--- src/rtl/core/hed_pkg.sv ---
// Shared types, constants and character helpers for the HTML entity decoder.
package hed_pkg;

    // Characters that steer the parser
    localparam logic [7:0] C_CHAR_AMP  = 8'h26;
    localparam logic [7:0] C_CHAR_HASH = 8'h23;
    localparam logic [7:0] C_CHAR_SEMI = 8'h3B;
    localparam logic [7:0] C_CHAR_XLO  = 8'h78;
    localparam logic [7:0] C_CHAR_XUP  = 8'h58;
    localparam logic [7:0] C_CHAR_ZERO = 8'h30;

    // Result slots per input beat, held raw bytes, number of names
    localparam logic [2:0] C_MAX_RES  = 3'd5;
    localparam int         C_PEND_DEP = 4;
    localparam int         C_NAMES    = 5;
    localparam logic [2:0] C_NAME_NBSP = 3'd4;
    localparam logic [4:0] C_ALL_NAMES = 5'h1F;
    localparam logic [7:0] C_NBSP_RST  = 8'hA0;

    // Parser phase, one-hot
    typedef enum logic [9:0] {
        PH_IDLE    = 10'b00_0000_0001,
        PH_AMP     = 10'b00_0000_0010,
        PH_HASH    = 10'b00_0000_0100,
        PH_HEXX    = 10'b00_0000_1000,
        PH_HEX1    = 10'b00_0001_0000,
        PH_DEC     = 10'b00_0010_0000,
        PH_NAME    = 10'b00_0100_0000,
        PH_SWALLOW = 10'b00_1000_0000,
        PH_SEMI    = 10'b01_0000_0000,
        PH_RAWRUN  = 10'b10_0000_0000
    } t_phase;

    // All results caused by one input beat
    typedef struct packed {
        logic [4:0][7:0] bytes;
        logic [2:0]      cnt;
        logic            last;
        logic            chg;
        logic            term;
    } t_desc;

    function automatic logic is_digit(logic [7:0] c);
        return (c >= 8'h30) && (c <= 8'h39);
    endfunction

    function automatic logic is_upper(logic [7:0] c);
        return (c >= 8'h41) && (c <= 8'h5A);
    endfunction

    function automatic logic is_alnum(logic [7:0] c);
        return is_digit(c) || is_upper(c) || ((c >= 8'h61) && (c <= 8'h7A));
    endfunction

    function automatic logic [7:0] to_lower(logic [7:0] c);
        return is_upper(c) ? (c + 8'd32) : c;
    endfunction

    // {valid, value} of a hex digit
    function automatic logic [4:0] hex_digit(logic [7:0] c);
        logic [4:0] r;
        r = '0;
        if (is_digit(c)) begin
            r = {1'b1, c[3:0]};
        end else if (((c >= 8'h61) && (c <= 8'h66)) || ((c >= 8'h41) && (c <= 8'h46))) begin
            r = {1'b1, c[3:0] + 4'd9};
        end
        return r;
    endfunction

    // Name spellings: quot, amp, lt, gt, nbsp
    function automatic logic [7:0] name_char(logic [2:0] k, logic [1:0] pos);
        logic [7:0] r;
        case ({k, pos})
            5'b000_00: r = 8'h71;
            5'b000_01: r = 8'h75;
            5'b000_10: r = 8'h6F;
            5'b000_11: r = 8'h74;
            5'b001_00: r = 8'h61;
            5'b001_01: r = 8'h6D;
            5'b001_10: r = 8'h70;
            5'b010_00: r = 8'h6C;
            5'b010_01: r = 8'h74;
            5'b011_00: r = 8'h67;
            5'b011_01: r = 8'h74;
            5'b100_00: r = 8'h6E;
            5'b100_01: r = 8'h62;
            5'b100_10: r = 8'h73;
            5'b100_11: r = 8'h70;
            default:   r = 8'h00;
        endcase
        return r;
    endfunction

    function automatic logic [2:0] name_len(logic [2:0] k);
        logic [2:0] r;
        case (k)
            3'd0:    r = 3'd4;
            3'd1:    r = 3'd3;
            3'd2:    r = 3'd2;
            3'd3:    r = 3'd2;
            3'd4:    r = 3'd4;
            default: r = 3'd0;
        endcase
        return r;
    endfunction

    // Fixed byte of each name; nbsp comes from the register
    function automatic logic [7:0] name_byte(logic [2:0] k);
        logic [7:0] r;
        case (k)
            3'd0:    r = 8'h22;
            3'd1:    r = 8'h26;
            3'd2:    r = 8'h3C;
            3'd3:    r = 8'h3E;
            default: r = 8'h00;
        endcase
        return r;
    endfunction

    function automatic t_desc desc_append(t_desc d, logic [7:0] b);
        t_desc r;
        r = d;
        if (d.cnt < C_MAX_RES) begin
            r.bytes[d.cnt] = b;
            r.cnt = d.cnt + 3'd1;
        end
        return r;
    endfunction

    function automatic t_desc desc_flush(t_desc d, logic [3:0][7:0] p, logic [2:0] n);
        t_desc r;
        r = d;
        for (int i = 0; i < C_PEND_DEP; i++) begin
            if (3'(i) < n) begin
                r = desc_append(r, p[i]);
            end
        end
        return r;
    endfunction

endpackage

--- src/rtl/core/hed_front.sv ---
// Front end: accepts one text byte per beat, parses entities, builds result descriptors.
module hed_front import hed_pkg::*; (
    input  logic       i_clk,
    input  logic       i_rst_n,
    input  logic       i_s_tvalid,
    output logic       o_s_tready,
    input  logic [7:0] i_s_tdata,
    input  logic       i_s_tlast,
    input  logic       i_cfg_valid,
    input  logic [7:0] i_cfg_data,
    input  logic       i_full,
    output logic       o_push,
    output t_desc      o_desc
);

    t_phase          r_phase, n_phase;
    logic [3:0][7:0] r_pend, n_pend;
    logic [2:0]      r_pc, n_pc;
    logic [7:0]      r_nv, n_nv;
    logic [1:0]      r_dc, n_dc;
    logic [4:0]      r_cand, n_cand;
    logic            r_anyd, n_anyd;
    logic [7:0]      r_nbsp;

    logic [7:0] c, lc;
    logic [4:0] hv;
    logic [4:0] cand_in, keep;
    logic [1:0] pos;
    logic       match;
    logic [2:0] match_k;
    logic       accept, redo, do_name;
    t_desc      d;

    assign c      = i_s_tdata;
    assign lc     = to_lower(c);
    assign hv     = hex_digit(c);
    assign accept = i_s_tvalid && !i_full;
    assign o_s_tready = !i_full;

    // name candidates still alive before this character, and its position in the name
    assign cand_in = (r_phase == PH_AMP) ? C_ALL_NAMES : r_cand;
    assign pos     = (r_phase == PH_AMP) ? 2'd0 : 2'(r_pc - 3'd1);

    always_comb begin
        keep    = '0;
        match   = 1'b0;
        match_k = '0;
        for (int k = 0; k < C_NAMES; k++) begin
            keep[k] = cand_in[k] && ({1'b0, pos} < name_len(3'(k)))
                      && (name_char(3'(k), pos) == lc);
        end
        for (int k = C_NAMES - 1; k >= 0; k--) begin
            if (keep[k] && (name_len(3'(k)) == 3'({1'b0, pos} + 3'd1))) begin
                match   = 1'b1;
                match_k = 3'(k);
            end
        end
    end

    // parse step for one byte
    always_comb begin
        n_phase = r_phase;
        n_pend  = r_pend;
        n_pc    = r_pc;
        n_nv    = r_nv;
        n_dc    = r_dc;
        n_cand  = r_cand;
        n_anyd  = r_anyd;
        d       = '0;
        redo    = 1'b0;
        do_name = 1'b0;

        case (r_phase)
            PH_IDLE: begin
                redo = 1'b1;
            end
            PH_AMP: begin
                if (c == C_CHAR_HASH) begin
                    n_pend[1] = c;
                    n_pc      = 3'd2;
                    n_phase   = PH_HASH;
                end else if (is_alnum(c)) begin
                    n_cand  = C_ALL_NAMES;
                    do_name = 1'b1;
                end else begin
                    d    = desc_flush(d, r_pend, r_pc);
                    n_pc = '0;
                    redo = 1'b1;
                end
            end
            PH_NAME: begin
                if (is_alnum(c)) begin
                    do_name = 1'b1;
                end else begin
                    d    = desc_flush(d, r_pend, r_pc);
                    n_pc = '0;
                    redo = 1'b1;
                end
            end
            PH_HASH: begin
                if ((c == C_CHAR_XLO) || (c == C_CHAR_XUP)) begin
                    n_pend[2] = c;
                    n_pc      = 3'd3;
                    n_phase   = PH_HEXX;
                end else if (is_digit(c)) begin
                    n_nv    = c - C_CHAR_ZERO;
                    n_dc    = 2'd1;
                    n_pc    = '0;
                    n_phase = PH_DEC;
                end else begin
                    d    = desc_flush(d, r_pend, r_pc);
                    n_pc = '0;
                    redo = 1'b1;
                end
            end
            PH_HEXX: begin
                if (hv[4]) begin
                    n_nv    = {4'd0, hv[3:0]};
                    n_dc    = 2'd1;
                    n_pc    = '0;
                    n_phase = PH_HEX1;
                end else begin
                    d    = desc_flush(d, r_pend, r_pc);
                    n_pc = '0;
                    redo = 1'b1;
                end
            end
            PH_HEX1: begin
                n_anyd  = 1'b1;
                n_phase = PH_SEMI;
                if (hv[4]) begin
                    d = desc_append(d, {r_nv[3:0], hv[3:0]});
                end else begin
                    d       = desc_append(d, r_nv);
                    n_phase = PH_IDLE;
                    redo    = (c != C_CHAR_SEMI);
                end
            end
            PH_DEC: begin
                if (is_digit(c)) begin
                    // value * 10 + digit, wrapping at 8 bits
                    n_nv = {r_nv[4:0], 3'b000} + {r_nv[6:0], 1'b0} + (c - C_CHAR_ZERO);
                    n_dc = r_dc + 2'd1;
                    if ((n_dc == 2'd3) || (n_dc == 2'd0)) begin
                        d       = desc_append(d, n_nv);
                        n_anyd  = 1'b1;
                        n_phase = PH_SEMI;
                    end
                end else begin
                    d       = desc_append(d, r_nv);
                    n_anyd  = 1'b1;
                    n_phase = PH_IDLE;
                    redo    = (c != C_CHAR_SEMI);
                end
            end
            PH_SEMI: begin
                n_phase = PH_IDLE;
                redo    = (c != C_CHAR_SEMI);
            end
            PH_SWALLOW: begin
                if (!is_alnum(c)) begin
                    n_phase = PH_IDLE;
                    redo    = (c != C_CHAR_SEMI);
                end
            end
            PH_RAWRUN: begin
                if (is_alnum(c)) begin
                    d = desc_append(d, c);
                end else begin
                    redo = 1'b1;
                end
            end
            default: begin
                redo = 1'b1;
            end
        endcase

        // one character of a name prefix
        if (do_name) begin
            if (match) begin
                d       = desc_append(d, (match_k == C_NAME_NBSP) ? r_nbsp
                                                                  : name_byte(match_k));
                n_anyd  = 1'b1;
                n_pc    = '0;
                n_phase = PH_SWALLOW;
            end else if (keep == '0) begin
                d       = desc_flush(d, r_pend, r_pc);
                d       = desc_append(d, c);
                n_pc    = '0;
                n_phase = PH_RAWRUN;
            end else begin
                n_cand            = keep;
                n_pend[r_pc[1:0]] = c;
                n_pc              = r_pc + 3'd1;
                n_phase           = PH_NAME;
            end
        end

        // byte handled afresh from idle
        if (redo) begin
            n_phase = PH_IDLE;
            if (c == C_CHAR_AMP) begin
                n_pend[0] = c;
                n_pc      = 3'd1;
                n_phase   = PH_AMP;
            end else begin
                d = desc_append(d, c);
            end
        end

        // end of text: drain what is held, then back to reset state
        if (i_s_tlast) begin
            case (n_phase)
                PH_AMP, PH_HASH, PH_HEXX, PH_NAME: begin
                    d = desc_flush(d, n_pend, n_pc);
                end
                PH_HEX1, PH_DEC: begin
                    d      = desc_append(d, n_nv);
                    n_anyd = 1'b1;
                end
                default: begin
                end
            endcase
            d.last = 1'b1;
            d.chg  = n_anyd;
            if (d.cnt == '0) begin
                d.term = 1'b1;
                d.cnt  = 3'd1;
            end
            n_phase = PH_IDLE;
            n_pc    = '0;
            n_nv    = '0;
            n_dc    = '0;
            n_cand  = C_ALL_NAMES;
            n_anyd  = 1'b0;
        end
    end

    assign o_push = accept && (d.cnt != '0);
    assign o_desc = d;

    // parser state
    always_ff @(posedge i_clk) begin
        if (!i_rst_n) begin
            r_phase <= PH_IDLE;
            r_pc    <= '0;
            r_nv    <= '0;
            r_dc    <= '0;
            r_cand  <= C_ALL_NAMES;
            r_anyd  <= 1'b0;
        end else if (accept) begin
            r_phase <= n_phase;
            r_pc    <= n_pc;
            r_nv    <= n_nv;
            r_dc    <= n_dc;
            r_cand  <= n_cand;
            r_anyd  <= n_anyd;
        end
    end

    // held raw bytes
    always_ff @(posedge i_clk) begin
        if (accept) begin
            r_pend <= n_pend;
        end
    end

    // nbsp register
    always_ff @(posedge i_clk) begin
        if (!i_rst_n) begin
            r_nbsp <= C_NBSP_RST;
        end else if (i_cfg_valid) begin
            r_nbsp <= i_cfg_data;
        end
    end

endmodule

--- src/rtl/core/hed_queue.sv ---
// Descriptor queue between the parsing front end and the output serialiser.
module hed_queue import hed_pkg::*; #(
    parameter int DEPTH = 4
) (
    input  logic  i_clk,
    input  logic  i_rst_n,
    input  logic  i_push,
    input  t_desc i_desc,
    output logic  o_full,
    input  logic  i_pop,
    output logic  o_empty,
    output t_desc o_desc
);

    localparam int PW = (DEPTH > 1) ? $clog2(DEPTH) : 1;
    localparam int CW = $clog2(DEPTH + 1);

    t_desc         r_mem [DEPTH];
    logic [PW-1:0] r_wr, r_rd;
    logic [CW-1:0] r_cnt;

    assign o_full  = (r_cnt == CW'(DEPTH));
    assign o_empty = (r_cnt == '0);
    assign o_desc  = r_mem[r_rd];

    // pointers and fill level
    always_ff @(posedge i_clk) begin
        if (!i_rst_n) begin
            r_wr  <= '0;
            r_rd  <= '0;
            r_cnt <= '0;
        end else begin
            if (i_push) begin
                r_wr <= (r_wr == PW'(DEPTH - 1)) ? '0 : r_wr + PW'(1);
            end
            if (i_pop) begin
                r_rd <= (r_rd == PW'(DEPTH - 1)) ? '0 : r_rd + PW'(1);
            end
            if (i_push && !i_pop) begin
                r_cnt <= r_cnt + CW'(1);
            end else if (!i_push && i_pop) begin
                r_cnt <= r_cnt - CW'(1);
            end
        end
    end

    // storage
    always_ff @(posedge i_clk) begin
        if (i_push) begin
            r_mem[r_wr] <= i_desc;
        end
    end

endmodule

--- src/rtl/core/hed_back.sv ---
// Back end: serialises each descriptor into result beats through an output register.
module hed_back import hed_pkg::*; (
    input  logic        i_clk,
    input  logic        i_rst_n,
    input  logic        i_empty,
    input  t_desc       i_desc,
    output logic        o_pop,
    output logic        o_m_tvalid,
    input  logic        i_m_tready,
    output logic [15:0] o_m_tdata,
    output logic        o_m_tlast,
    output logic [0:0]  o_m_tuser
);

    logic [2:0] r_idx;
    logic       r_valid;
    logic [7:0] r_byte;
    logic       r_outv, r_run, r_stream, r_chg;
    logic       load, final_res;

    assign load      = !i_empty && (!r_valid || i_m_tready);
    assign final_res = (r_idx == (i_desc.cnt - 3'd1));
    assign o_pop     = load && final_res;

    // beat index within the head descriptor
    always_ff @(posedge i_clk) begin
        if (!i_rst_n) begin
            r_idx   <= '0;
            r_valid <= 1'b0;
        end else begin
            if (load) begin
                r_idx <= final_res ? '0 : r_idx + 3'd1;
            end
            if (load) begin
                r_valid <= 1'b1;
            end else if (i_m_tready) begin
                r_valid <= 1'b0;
            end
        end
    end

    // output payload
    always_ff @(posedge i_clk) begin
        if (load) begin
            r_byte   <= i_desc.bytes[r_idx];
            r_outv   <= !i_desc.term;
            r_run    <= final_res;
            r_stream <= final_res && i_desc.last;
            r_chg    <= final_res && i_desc.last && i_desc.chg;
        end
    end

    assign o_m_tvalid = r_valid;
    assign o_m_tdata  = {6'd0, r_chg, r_run, r_byte};
    assign o_m_tlast  = r_stream;
    assign o_m_tuser  = r_outv;

endmodule

--- src/rtl/core/html_entity_decoder.sv ---
// Top level of the HTML entity decoder: parser, descriptor queue, serialiser.
// A result passes from its input beat through the queue memory and the output register.
// Throughput: one input byte per cycle while the queue has room; one result per cycle
// out while i_m_tready is high, set by the single-beat output register, so an entity
// flush of up to 5 bytes is absorbed by the queue. Synchronous active-low reset returns
// the parser to idle, empties the queue and loads nbsp_value with 0xA0.
module html_entity_decoder import hed_pkg::*; #(
    parameter int QUEUE_DEPTH = 4
) (
    input  logic        i_clk,
    input  logic        i_rst_n,
    input  logic        i_s_tvalid,
    output logic        o_s_tready,
    input  logic [7:0]  i_s_tdata,   // [7:0] in_byte
    input  logic        i_s_tlast,
    input  logic        i_cfg_valid,
    output logic        o_cfg_ready,
    input  logic [7:0]  i_cfg_data,
    output logic        o_m_tvalid,
    input  logic        i_m_tready,
    output logic [15:0] o_m_tdata,   // [7:0] out_byte, [8] run_end, [9] changed, rest zero
    output logic        o_m_tlast,
    output logic [0:0]  o_m_tuser    // [0] out_valid
);

    logic  push, pop, full, empty;
    t_desc wr_desc, rd_desc;

    assign o_cfg_ready = 1'b1;

    hed_front u_front (
        .i_clk       (i_clk),
        .i_rst_n     (i_rst_n),
        .i_s_tvalid  (i_s_tvalid),
        .o_s_tready  (o_s_tready),
        .i_s_tdata   (i_s_tdata),
        .i_s_tlast   (i_s_tlast),
        .i_cfg_valid (i_cfg_valid),
        .i_cfg_data  (i_cfg_data),
        .i_full      (full),
        .o_push      (push),
        .o_desc      (wr_desc)
    );

    hed_queue #(
        .DEPTH (QUEUE_DEPTH)
    ) u_queue (
        .i_clk   (i_clk),
        .i_rst_n (i_rst_n),
        .i_push  (push),
        .i_desc  (wr_desc),
        .o_full  (full),
        .i_pop   (pop),
        .o_empty (empty),
        .o_desc  (rd_desc)
    );

    hed_back u_back (
        .i_clk      (i_clk),
        .i_rst_n    (i_rst_n),
        .i_empty    (empty),
        .i_desc     (rd_desc),
        .o_pop      (pop),
        .o_m_tvalid (o_m_tvalid),
        .i_m_tready (i_m_tready),
        .o_m_tdata  (o_m_tdata),
        .o_m_tlast  (o_m_tlast),
        .o_m_tuser  (o_m_tuser)
    );

endmodule
--- config.mk ---
export PLATFORM = sky130hd
export DESIGN_NAME = html_entity_decoder
export DESIGN_NICKNAME = d
export VERILOG_FILES = /design/src/rtl/core/hed_pkg.sv /design/src/rtl/core/hed_front.sv /design/src/rtl/core/hed_queue.sv /design/src/rtl/core/hed_back.sv /design/src/rtl/core/html_entity_decoder.sv
export SDC_FILE = /design/constraint.sdc
export NUM_CORES = 1
export LEC_CHECK = 0
export BUFFER_PORTS_ARGS = -buffer_cell sky130_fd_sc_hd__buf_4
export CELL_PAD_IN_SITES_DETAIL_PLACEMENT = 0
export CELL_PAD_IN_SITES_GLOBAL_PLACEMENT = 1
export CORE_MARGIN = 2
export CORE_UTILIZATION = 25
export CTS_CLUSTER_DIAMETER = 80
export DETAILED_ROUTE_END_ITERATION = 16
export GPL_TIMING_DRIVEN = 0
export PLACE_DENSITY_LB_ADDON = 0.1
export SYNTH_ARGS = -nofsm -noshare
export SYNTH_HDL_FRONTEND = slang
export SYNTH_SLANG_ARGS = --single-unit
--- constraint.sdc ---
create_clock -name i_clk -period 33.5 [get_ports i_clk]
set_input_delay 3.35 -clock i_clk [delete_from_list [all_inputs] [get_ports i_clk]]
set_output_delay 3.35 -clock i_clk [all_outputs]
set_load 0.1 [all_outputs]
==> results_dict.tcl, run 1 <==
set metrics [dict create \
    nets 2218 \
    power.leakage_nw 8.22 \
    grt-busiest-layer "met2" \
    antenna_found_initial 2 \
    ir_drop_mv 0.0285 \
    rsz0062_at_grt "false" \
    syn_inst 2068 \
    clkTransAtPathRegs_ns 0.06 \
    grt.total_usage_pct 21.9 \
    wl_um 90800 \
    arrival_ns 19.18 \
    dpl.hpwl_um 68700 \
    crit_path_max_fanout 10 \
    numCtsBuffers 39 \
    io_buffers 33 \
    async_reset_ff_share_pct 0 \
    dieArea_um2 81300 \
    cts_tree "yes" \
    drt-initial-drc-count 1642 \
    yosysWarnings 0 \
    fin_crit_sh_pct 56.3 \
    yosysTopAreaCell "edfxtp_1" \
    synth_edf_count 228 \
    die_h_um 285 \
    drtPass1Iterations 6 \
    worst_path_most_repeated_cell "ha_1" \
    synth-main-ff-cell "edfxtp_1" \
    core_um2 78600 \
    drc_errors 0 \
    maxSlewViolCount 0 \
    clock_sinks 278 \
    syn-cell-area_um2 19800 \
    p_per_area_nw_per_um2 51.8 \
    finalSetupTns_ns 0 \
    cts_resized 0 \
    grt_max_degree 47 \
    synthTopCellsByCount "228 x edfxtp_1, 207 x nand2_1, 194 x nor2_1" \
    wire_per_inst_um 28.1 \
    max_freq_mhz 53.0 \
    synth.most_common_cell "edfxtp_1" \
    start_kind "input pin" \
    insertion_delay_ns 0.57 \
    ant_nets 0 \
    vias 17787 \
    cts_buffer_depth 3 \
    hold_slack_ns 0.488 \
    max-slew-margin-rel_pct 3.80 \
    tightest_slew_ns 1.43 \
    cp_slowest_cell "a21oi_1" \
    ios 43 \
    synth.top_cell.area_share_pct 34.6 \
    power_mw 1.18 \
    endpoint_kind "flip-flop" \
    max_cap_violations 0 \
    gr-usage-met2_pct 34.7 \
    initial_core_util_pct 25.1 \
    crit_required_ns 33.81 \
    cts_setup_buffers 0 \
    die_w_um 285 \
    path_class "in2reg" \
    globalRouteOverflowTotal 0 \
    synth_area_leaders "edfxtp_1 35%, mux2i_1 5.8%, mux4_2 5.2%, dfxtp_1 5.1%, a21oi_1 4.1%" \
    place_congestion 0.902 \
    slowest_delay_ns 1.03 \
    grt_pass1_wl_um 130000 \
    ys_ff_latch 278 \
    grtUsageMet1_pct 31.0 \
    syn_avg_cell_area_um2 9.56 \
    hold_viol_final 0 \
    grt_util_met3_pct 3.38 \
    cts-root-buf "clkbuf_16" \
    finalClockSkew_ns 0.0329 \
    status "completed" \
    htree_levels 2 \
    num_rows 103 \
    syn2layout_area_growth_pct 15.0 \
    hold_class "reg2reg" \
    cts_hold_buf 0 \
    drive_gt1_share_pct 11.4 \
    vias_per_cell 5.51 \
    final.min_clock_period_ns 18.87 \
    synth_cell_types 114 \
    grt_pass1_vias 17181 \
    seq_area_frac_synth_pct 39.7 \
    final-setup-viol-count 0 \
]
## placed cells by master, fill, tap and decap left out, types with 13 or more instances in the layout
cell type,count
a211o_1,15
a211oi_1,34
a21o_1,15
a21oi_1,159
a221oi_1,15
a22oi_1,46
a31oi_1,23
and2_1,31
and3_1,21
buf_1,14
buf_4,46
clkbuf_1,96
clkbuf_16,39
dfxtp_1,50
edfxtp_1,228
ha_1,40
inv_1,79
mux2i_1,115
mux4_2,46
nand2_1,207
nand3_1,54
nor2_1,194
nor2b_1,38
nor3_1,35
o211ai_1,19
o21ai_0,106
o21ai_1,24
o221ai_1,14
o22ai_1,37
xnor2_1,13
## metrics by stage
step                setup slack, ns  utilization [%]  std cells  instance area, µm²
floorplan                     19.09                -       2073               19800
global placement              14.68             27.1       3156               21300
detailed placement            14.61             27.2       3159               21400
CTS                           15.16             28.9       3227               22700
global route                  14.03             28.9       3227               22700
finish                        14.63             28.9       3229               22700
## critical path, delay by kind of cell
kind	cells	cell delay, ns
buffers and inverters	11	3.53
AO/OA/AOI/OAI	19	6.66
AND/OR/NAND/NOR	13	3.00
adder cells (fa/ha/maj)	8	2.60
## layout make-up
type	instances	area, µm²
inverters	89	335
clock buffers	45	998
multi-input cells	1571	11000
plain buffers	135	626
well taps	1050	1310
fillers	8444	55900
diodes	2	5.00
flip-flops and latches	278	7850
clock inverters	23	307
repair buffers	36	290
## cell families after synthesis
logic type / after synthesis / share of synthesized area, %
AND/OR/NAND/NOR: 674 / 16.4
other: 2 / 0.0380
AO/OA/AOI/OAI: 657 / 23.5
flip-flops: 278 / 39.7
adder cells (fa/ha/maj): 46 / 3.14
buffers and inverters: 224 / 4.86
XOR/XNOR: 19 / 0.842
multiplexers: 168 / 11.5
## routing by layer
layer | vias up | share of wire, %
met5 | - | 0
met2 | 671 | 45
met4 | 0 | 2.7
li1 | 8075 | -
met3 | 123 | 6.1
met1 | 8918 | 46
## where the power goes
part	leakage, nW	internal, mW	total [mW]	switching [mW]
logic	5.04	0.0901	0.298	0.208
registers	2.55	0.422	0.449	0.0277
clock network	0.633	0.261	0.428	0.167
## sequential cells by signal (all words and copies together), names as in the netlist, 2 cells and up, named ones only
signal,count
u_front.r_nbsp,8
u_front.r_cand,5
u_queue.r_mem,184
u_front.r_pc,3
u_queue.r_cnt,3
u_front.r_phase,10
u_queue.r_rd,2
u_front.r_nv,8
u_queue.r_wr,2
u_front.r_dc,2
u_front.r_pend,32
u_back.r_byte,8
u_back.r_idx,3
## worst paths after layout
| path | endpoint | slack [ns] | cells past startpoint | startpoint |
|---|---|---|---|---|
| max | u_queue.r_mem[0][4] | 14.63 | 51 | i_s_tdata[5] |
| min | u_front.r_anyd | 0.49 | 2 | u_front.r_anyd |
| max reg2reg | u_queue.r_mem[0][4] | 18.89 | 51 | u_front.r_phase[0] |
| min reg2reg | u_front.r_anyd | 0.49 | 2 | u_front.r_anyd |
Note: power is estimated with default switching activity, not from simulation.
==> inputs of run 2 (changes only) <==
Clock period 33.5 ns to 15.4 ns, I/O delays scaled along.
==> run 2 against run 1 <==
Clock-buffer cell count stayed put. Critical path depth is 3 higher. Global-route usage is essentially flat. Sequential power increased by 120%. Combinational power up 120%. Register-to-register slack got worse by 17 ns. Setup slack lost 14 ns. Hold slack about the same. Utilization up 0.17 points. Via count fell by 0.12%. Critical endpoint is now u_queue.r_mem[0][0]. Largest power group unchanged.
==> results_dict.tcl, run 2 (synthesis results as in run 1) <==
set metrics [dict create \
    status "completed" \
    cts-root-buf "clkbuf_16" \
    start_kind "input pin" \
    grt_max_degree 47 \
    htree_levels 2 \
    fin_crit_sh_pct 95.3 \
    ant_nets 0 \
    hold_class "reg2reg" \
    globalRouteOverflowTotal 0 \
    post-route-util_pct 29.1 \
    endpoint_kind "flip-flop" \
    clock_sinks 278 \
    power_mw 2.56 \
    place_congestion 0.902 \
    ir_drop_mv 0.0621 \
    io_buffers 33 \
    max_cap_violations 0 \
    final.min_clock_period_ns 14.68 \
    max-slew-margin-rel_pct 3.82 \
    tightest_slew_ns 1.43 \
    wl_um 90700 \
    syn2layout_area_growth_pct 15.6 \
    mostFrequentLayoutCells "228 x edfxtp_1, 207 x nand2_1, 193 x nor2_1" \
    crit_required_ns 15.77 \
    slowest_delay_ns 0.53 \
    clkTransAtPathRegs_ns 0.06 \
    hold_depth 2 \
    path_class "in2reg" \
    dieArea_um2 81300 \
    die_h_um 285 \
    reg_top3 "u_queue.r_mem x184, u_front.r_pend x32, u_front.r_phase x10" \
    fillers 8437 \
    antenna_found_initial 2 \
    top_register "u_queue.r_mem" \
    r2r-start "u_front.r_phase[0]" \
    crit_path_max_fanout 12 \
    min_from "u_front.r_anyd" \
    nets 2222 \
    regToRegEndpoint "u_queue.r_mem[0][0]" \
    grt.total_usage_pct 21.9 \
    hold_viol_final 0 \
    drtPass1Iterations 5 \
    die_w_um 285 \
    drc_errors 0 \
    wire_per_inst_um 28.0 \
    drt-initial-drc-count 1760 \
    largest_register_ffs 184 \
    cts_tree "yes" \
    finalClockSkew_ns 0.0321 \
    grt_pass1_wl_um 130000 \
    initial_core_util_pct 25.1 \
    vias 17765 \
    ios 43 \
    reg2regPathDepth 50 \
    cts_buffer_depth 3 \
    grt_pass1_vias 17193 \
    drive_gt1_share_pct 12.2 \
    hold-path-endpoint "u_front.r_anyd" \
    vias_per_cell 5.49 \
    num_rows 103 \
    layout_commonest_cell "edfxtp_1" \
    insertion_delay_ns 0.57 \
    maxSlewViolCount 0 \
    dp_slack_ns -1.68 \
    max_freq_mhz 68.1 \
    core_um2 78600 \
    finalSetupTns_ns 0 \
    numCtsBuffers 39 \
    ff2ff_setup_slack_ns 1.93 \
    placed_area_um2 21400 \
    dpl.hpwl_um 68700 \
    cp_slowest_cell "nor3_4" \
    final-setup-viol-count 0 \
    p_per_area_nw_per_um2 112 \
    arrival_ns 15.06 \
    setup_ws_ns 0.717 \
    worst_path_most_repeated_cell "ha_1" \
    rsz0062_at_grt "false" \
    power.leakage_nw 8.26 \
    fin_area_um2 22900 \
]
==> run 2: how the worst max path moves through the flow <==
stage / startpoint / end / cells after the start
global route: i_s_tdata[4] / u_queue.r_mem[0][0] / 54
CTS: i_s_tdata[5] / u_queue.r_mem[0][4] / 55
detailed placement: i_s_tdata[5] / u_queue.r_mem[1][4] / 51
finish: i_s_tdata[0] / u_queue.r_mem[0][0] / 54
global placement: i_s_tdata[5] / u_queue.r_mem[0][4] / 51
floorplan: i_s_tdata[0] / u_queue.r_mem[0][3] / 56
==> run 2: critical path: cells and delay by family <==
kind            cells  cell delay (ns)
fa+ha+maj           8             2.19
simple gates       18             4.68
compound gates     15             3.72
buf+inv            13             2.87
==> run 2: report_power, final <==
group	switching, mW	total, mW	leakage [nW]	internal, mW
logic	0.455	0.652	5.07	0.198
registers	0.0602	0.978	2.55	0.918
clock network	0.362	0.930	0.633	0.568
==> run 2: stage by stage <==
step,hold WS (ns),cells
2_1_floorplan,0.438,2073
3_3_place_gp,0.472,3156
3_5_place_dp,0.466,3159
4_1_cts,0.487,3229
5_1_grt,0.507,3231
6_report,0.488,3234
==> run 2: repair_timing <==
| item | 4_1_cts | 5_1_grt |
|---|---|---|
| pin swaps | 1 | 0 |
| gates resized for setup | 8 | 14 |
| setup endpoints to repair | 176 | 176 |
| buffers inserted | 3 | 2 |
| hold buffers | 0 | 0 |
==> run 2: final cells by class <==
cell class                      count  area (µm²)  area share (%)
Multi-Input combinational cell   1571       11100            48.5
Sequential cell                   278        7850            34.3
Tap cell                         1050        1310            5.75
Clock buffer                       45         998            4.37
Buffer                            134         624            2.73
Inverter                           89         348            1.52
Timing Repair Buffer               41         328            1.43
Clock inverter                     23         307            1.34
Antenna cell                        3        7.51          0.0329
==> run 2: layer usage <==
layer  up-vias  wire, µm  global-route usage [%]
li1       8089         -                       -
met1      8932     42200                    31.0
met4         0      2620                    5.96
met5         -         0                       0
met3       129      5000                    3.35
met2       615     40900                    34.7
==> inputs of run 3 (changes only) <==
Settings changed: CORE_ASPECT_RATIO from default to 1.25, SETUP_SLACK_MARGIN from default to 0.05.
==> run 3 against run 2 <==
Sequential power hardly changed. Critical endpoint is now u_queue.r_mem[0][4]. Largest power group unchanged. Sequential share of layout area up 0.21 points. Largest cell class unchanged. Register-to-register slack gained 0.03 ns. Via count is 0.46% higher. Cell area is 0.61% lower. Die area is essentially flat. Setup slack improved by 0.21 ns. Hold slack worse by 0.014 ns. Global-route usage up 0.42 points. Utilization fell by 0.16 points.
==> results_dict.tcl, run 3 (synthesis results as in run 1) <==
set metrics [dict create \
    grt_pass1_vias 17847 \
    arrival_ns 14.78 \
    drt-initial-drc-count 1489 \
    rsz0062_at_grt "false" \
    worst_path_most_repeated_cell "ha_1" \
    status "completed" \
    initial_core_util_pct 25.2 \
    r2r-start "u_front.r_phase[0]" \
    n_antenna_cell 0 \
    clock_sinks 278 \
    fillers 8425 \
    final-setup-viol-count 0 \
    drc_errors 0 \
    ff2ff_setup_slack_ns 1.96 \
    fin_crit_sh_pct 94.0 \
    ir_drop_mv 0.0709 \
    post-route-util_pct 28.9 \
    start_kind "input pin" \
    grt.total_usage_pct 22.3 \
    reg_top3 "u_queue.r_mem x184, u_front.r_pend x32, u_front.r_phase x10" \
    die_h_um 318 \
    drtPass1Iterations 5 \
    core_um2 78600 \
    grt_pass1_wl_um 133000 \
    num_rows 115 \
    syn2layout_area_growth_pct 14.9 \
    cts_hold_buf 0 \
    cts_tree "yes" \
    drive_gt1_share_pct 12.1 \
    dieArea_um2 81300 \
    p_per_area_nw_per_um2 109 \
    wire_per_inst_um 28.7 \
    setup_ws_ns 0.927 \
    cp_slowest_cell "a21oi_2" \
    reg2regPathDepth 50 \
    largest_register_ffs 184 \
    finalClockSkew_ns 0.0374 \
    max_freq_mhz 69.1 \
    final.min_clock_period_ns 14.47 \
    max_cap_violations 0 \
    top_register "u_queue.r_mem" \
    place_congestion 0.910 \
    die_w_um 255 \
    crit_path_max_fanout 10 \
    maxSlewViolCount 0 \
    insertion_delay_ns 0.58 \
    globalRouteOverflowTotal 0 \
    tightest_slew_ns 1.44 \
    wl_um 92700 \
    slowest_delay_ns 0.59 \
    finalSetupTns_ns 0 \
    clkTransAtPathRegs_ns 0.06 \
    endpoint "u_queue.r_mem[0][4]" \
    max-slew-margin-rel_pct 3.54 \
    htree_levels 2 \
    crit_required_ns 15.71 \
    cts-root-buf "clkbuf_16" \
    vias_per_cell 5.53 \
    grt_max_degree 47 \
    hold_class "reg2reg" \
    endpoint_kind "flip-flop" \
    dp_slack_ns -1.65 \
    ant_nets 0 \
    path_class "in2reg" \
    dpl.hpwl_um 70600 \
    cp-startpoint "i_s_tdata[5]" \
    nets 2219 \
    numCtsBuffers 37 \
    regToRegEndpoint "u_queue.r_mem[0][4]" \
    ios 43 \
    hold_slack_ns 0.474 \
    power_mw 2.48 \
    vias 17847 \
    layout_commonest_cell "edfxtp_1" \
    io_buffers 33 \
    power.leakage_nw 8.20 \
    mostFrequentLayoutCells "228 x edfxtp_1, 207 x nand2_1, 192 x nor2_1" \
    hold_viol_final 0 \
    antenna_found_initial 1 \
    cts_buffer_depth 3 \
]
## run 3: cell count changes in the layout (fill, tap and decap cells not counted), sizes merged
cell      before  now
bufinv         6    3
clkinv        17   12
clkinvlp       5    3
diode          3    0
inv           84   88
## run 3: worst min path at each step
| stage | start | endpoint | slack (ns) | depth (start not counted) |
|---|---|---|---|---|
| 2_1_floorplan | u_front.r_anyd | u_front.r_anyd | 0.44 | 2 |
| 3_3_place_gp | u_front.r_anyd | u_front.r_anyd | 0.46 | 2 |
| 6_report | u_front.r_anyd | u_front.r_anyd | 0.47 | 2 |
| 4_1_cts | u_front.r_anyd | u_front.r_anyd | 0.48 | 2 |
| 5_1_grt | u_back.o_m_tvalid | u_back.o_m_tvalid | 0.51 | 2 |
| 3_5_place_dp | u_front.r_anyd | u_front.r_anyd | 0.46 | 2 |
## run 3: area by class of cell
type	instances	area [µm²]	share of cell area, %
tap	1053	1320	5.80
buffer	133	623	2.74
clock buffer	46	1000	4.41
sequential	278	7850	34.6
inverter	89	349	1.54
clock inverter	17	186	0.821
multi-input combinational	1571	11100	48.8
timing repair buffer	41	315	1.39
## run 3: critical path: cells and delay by family
family,cells,cell delay [ns]
AO/OA/AOI/OAI,19,5.45
AND/OR/NAND/NOR,13,2.86
buffers and inverters,12,2.50
adder cells (fa/ha/maj),8,2.34
## run 3: stage by stage
| stage | cell area (µm²) | cells |
|---|---|---|
| final | 22700 | 3228 |
| after floorplan | 19800 | 2073 |
| after global routing | 22700 | 3228 |
| after detailed placement | 21400 | 3161 |
| after CTS | 22600 | 3229 |
| after global placement | 21300 | 3159 |
## run 3: what timing repair did
item | 4_1_cts | 5_1_grt
endpoints found under the setup margin | 176 | 176
pin swaps | 0 | 0
gates resized for setup | 7 | 16
setup buffers | 6 | 0
## run 3: routing by layer
layer	share of wire, %	global-route usage [%]
met1	42	28.1
met5	0	0
met4	4.4	8.86
met3	4.5	2.62
met2	49	38.9
## run 3: report_power, final
part,switching [mW],internal (mW)
clock network,0.344,0.513
logic,0.456,0.196
registers,0.0576,0.918
